==> config.mk <==
export PLATFORM = sky130hd
export DESIGN_NAME = lbfd_ctrl
export DESIGN_NICKNAME = d
export VERILOG_FILES = /design/src/sv/lbfd_pkg.sv /design/src/sv/lbfd_ctrl.sv
export SDC_FILE = /design/constraint.sdc
export NUM_CORES = 1
export LEC_CHECK = 0
export ABC_CLOCK_PERIOD_IN_PS = 2600
export BUFFER_PORTS_ARGS = -buffer_cell sky130_fd_sc_hd__buf_2
export CORE_AREA = 2 2 39 41
export CTS_CLUSTER_DIAMETER = 40
export CTS_CLUSTER_SIZE = 10
export DETAILED_ROUTE_END_ITERATION = 10
export DIE_AREA = 0 0 41 43
export SYNTH_ARGS = -nofsm -noshare
export SYNTH_HDL_FRONTEND = slang
export SYNTH_SLANG_ARGS = --single-unit
==> constraint.sdc <==
create_clock -name clk_i -period 2.6 [get_ports clk_i]
set_input_delay 0.52 -clock clk_i [delete_from_list [all_inputs] [get_ports clk_i]]
set_output_delay 0.52 -clock clk_i [all_outputs]
set_load 0.05 [all_outputs]
==> src/sv/lbfd_pkg.sv <==
// Shared types and command codes for the bit-plane framebuffer draw engine.
`default_nettype none
package lbfd_pkg;

  localparam logic [1:0] REQ_SET_PIXEL  = 2'd0;
  localparam logic [1:0] REQ_READ_PIXEL = 2'd1;
  localparam logic [1:0] REQ_FILL_RECT  = 2'd2;
  localparam logic [1:0] REQ_PATTERN    = 2'd3;

  localparam int unsigned PatternSide = 8;

  typedef struct packed {
    logic [1:0]  req_type;
    logic [4:0]  x_start;
    logic [4:0]  y_start;
    logic [5:0]  x_end;
    logic [5:0]  y_end;
    logic [63:0] pattern_bits;
    logic [3:0]  pattern_height;
    logic [3:0]  pattern_width;
    logic [7:0]  pen_red;
    logic [7:0]  pen_green;
    logic [7:0]  pen_blue;
    logic        overwrite_black;
  } req_t;

  typedef struct packed {
    logic [7:0] read_red;
    logic [7:0] read_green;
    logic [7:0] read_blue;
    logic       is_read_reply;
  } rsp_t;

  // Controller to datapath
  typedef struct packed {
    logic load;
    logic clear_en;
    logic walk_en;
    logic read_en;
    logic rsp_load;
  } cmd_t;

  // Datapath to controller
  typedef struct packed {
    logic clear_last;
    logic walk_last;
    logic walk_empty;
  } sts_t;

endpackage
`default_nettype wire

==> src/sv/lbfd_ctrl.sv <==
// Controller state machine: clearing pass, command walk, read and reply handoff.
`default_nettype none
module lbfd_ctrl (
  input  wire            clk_i,
  input  wire            rst_ni,
  input  wire            in_valid_i,
  output logic           in_ready_o,
  input  wire            in_is_read_i,
  output logic           out_valid_o,
  input  wire            out_ready_i,
  output lbfd_pkg::cmd_t cmd_o,
  input  lbfd_pkg::sts_t sts_i
);
  import lbfd_pkg::*;

  typedef enum logic [2:0] {
    ST_CLEAR,
    ST_IDLE,
    ST_WALK,
    ST_READ,
    ST_DONE
  } state_e;

  state_e state_q, state_d;
  logic   out_valid_q, out_valid_d;
  logic   accept;
  logic   slot_free;

  assign accept    = in_valid_i && (state_q == ST_IDLE);
  assign slot_free = !out_valid_q || out_ready_i;

  always_comb begin
    cmd_o          = '0;
    cmd_o.load     = accept;
    cmd_o.clear_en = (state_q == ST_CLEAR);
    cmd_o.walk_en  = (state_q == ST_WALK);
    cmd_o.read_en  = (state_q == ST_READ);
    cmd_o.rsp_load = (state_q == ST_DONE) && slot_free;
  end

  always_comb begin
    state_d     = state_q;
    out_valid_d = out_valid_q;
    if (out_valid_q && out_ready_i) begin
      out_valid_d = 1'b0;
    end
    case (state_q)
      ST_CLEAR: begin
        if (sts_i.clear_last) begin
          state_d = ST_IDLE;
        end
      end
      ST_IDLE: begin
        if (accept) begin
          state_d = in_is_read_i ? ST_READ : ST_WALK;
        end
      end
      ST_WALK: begin
        if (sts_i.walk_empty || sts_i.walk_last) begin
          state_d = ST_DONE;
        end
      end
      ST_READ: begin
        state_d = ST_DONE;
      end
      ST_DONE: begin
        // hold the reply until the output register frees up
        if (slot_free) begin
          out_valid_d = 1'b1;
          state_d     = ST_IDLE;
        end
      end
      default: begin
        state_d = ST_IDLE;
      end
    endcase
  end

  always_ff @(posedge clk_i or negedge rst_ni) begin
    if (!rst_ni) begin
      state_q     <= ST_CLEAR;
      out_valid_q <= 1'b0;
    end else begin
      state_q     <= state_d;
      out_valid_q <= out_valid_d;
    end
  end

  assign in_ready_o  = (state_q == ST_IDLE);
  assign out_valid_o = out_valid_q;

endmodule
`default_nettype wire

==> metrics <==
status finished, final reports clean; mapped cell area 264.0 sq um; root buffer cell clkbuf_4; CP delay by family, top flip-flops; DR vias 239; first-pass GRT wire length 959 um; worst slew pin tran 301.8 ps; Area Overhead vs Synth 31.75%; WP buf/inv 1; via/cell ratio 4.121; count of cell types in the netlist 19; final setup TNS 0 ps; Critical Path Slowest Stage Cell dfrtp_1; clk sinks 4; Die Wd 41 um; Die H 43 um; type of the worst setup path flop to output port; global-route usage over all layers 8.862%; WP data arrival 1290 ps; critical path capture point type output port; initial core utilization 19.08%; Max-slew headroom 79.88%; post-route insts no fill 58; Final setup violation count 0; die footprint 1763 sq um; nets 52; drt wl/cell 9.621 um; ANT nets after route 0; Post-Synth Simple-Gate Area 36.49%; HP Class input port to async pin; critical path fanouts, max 10; period utilization 69.79%; clk_skew 2.519 ps; CTS buffer count 3; placed cells 55; cell count after synthesis 29; GRT Residual Overflow 0; H-tree depth 1; #FFs+latches synth 4; Residual DRC 0; min Tclk post-route 1815 ps; Warnings, synthesis 0; Worst-Skew Late Latency 230 ps; worst-path cell chain nor2_1 -> and3_1 -> buf_2; post_cts resized 0; post-synthesis adder-cell area fraction 0%; critical path's largest stage delay 470 ps; core area 1384 sq um; Clock transition at path regs 40 ps; endpoints failing hold 0; number of port buffers 14; mux cell area share after synthesis 0%; n_diodes 0; worst-case clock buffer depth 2; syn_nets 37; cts hold-fix bufs 0; IO Count 15; post-synthesis xor/xnor area fraction 0%; Max Slew Vio Count 0; layout cells sized above 1 47.62%; Avg Cell Area, Syn 9.104 sq um; Crit path required time 2080 ps; Starting DRT DRC Count 7; initial antenna violation count 0; drt first pass iters 4; GP Congestion 0.6527; largest net degree at the start of global routing 12; final WL 558 um; post-synthesis compound-gate area fraction 13.27%; startpoint types flop; largest family of logic cells by synthesized area simple AND/OR/NAND/NOR gates; register area share after synthesis 37.91%; Max Cap Violations 0; CTS tree yes; Post-CTS Setup Repair Bufs 0; Max Freq 0.5511 GHz; Final Util 25.14%; RSZ-0062 raised after global routing no; vias in the first global route 248; row count 14
## cell usage in the layout (no fill, tap or decap)
cell type   n
a31oi_1     1
nand2b_1    3
dfrtp_1     4
inv_1       1
nor2_1      2
and3b_2     1
nand2_1     3
buf_2      14
a21oi_1     1
nor3_2      1
nor3b_1     1
o22a_1      2
and4bb_2    1
and3_1      1
clkbuf_4    3
nor3_1      1
o22ai_1     1
nand3b_1    1
## area by class of cell
type / instances / area [sq um]
clock buffer: 3 / 22.52
fill: 146 / 1036
inverter: 1 / 3.754
multi-input combinational: 20 / 131.4
sequential: 4 / 100.1
tap: 16 / 20.02
timing repair buffer: 14 / 70.07
## through the flow
stage               worst slack (ps)  instance area, sq um  hold WS [ps]
floorplan                      399.5                 264.0         224.4
global placement               872.0                 325.3         328.1
detailed placement             878.5                 325.3         330.8
CTS                            780.3                 347.8         76.94
global route                   694.9                 347.8         92.44
finish                         785.3                 347.8         83.58
## cells in the mapped netlist, drive strengths merged
master / number / area [sq um]
a21oi: 1 / 5.000
a31oi: 1 / 6.260
and3: 1 / 6.260
and3b: 1 / 10.01
and4bb: 1 / 12.51
buf: 4 / 28.78
dfrtp: 4 / 100.1
inv: 1 / 3.750
nand2: 3 / 11.26
nand2b: 3 / 18.77
nand3b: 1 / 7.510
nor2: 2 / 7.510
nor3: 2 / 15.01
nor3b: 1 / 7.510
o22a: 2 / 17.52
o22ai: 1 / 6.260
## cells by family after synthesis
kind of cell | Yosys count
compound gates | 5
simple gates | 15
buf+inv | 5
flops | 4
## flip-flops by register name, summed over array words and instances (netlist names)
name	flops
out_valid_o	1
state_q	3
## worst paths after layout
path,start,to,slack (ps),depth (start not counted)
worst max-delay path,state_q[0],cmd_o[0],790,3
worst min-delay path,rst_ni,out_valid_o,80,1
worst max register to register,state_q[1],state_q[0],1530,3
worst min register to register,out_valid_o,out_valid_o,560,2
max in group asynchronous,rst_ni,state_q[1],2400,1
min in group clk_i,out_valid_o,out_valid_o,560,2
## routing by layer
metal / part of all wire (%) / global-route usage (%) / vias to the layer above
met5: 0 / 0 / -
met4: 0 / 12.00 / 0
met3: 2.3 / 3.141 / 0
met2: 52 / 11.25 / 5
met1: 46 / 9.091 / 108
li1: - / - / 126
Power is not shown: default switching activity piles up to over one toggle a cycle in this logic, so the estimate is an artifact.
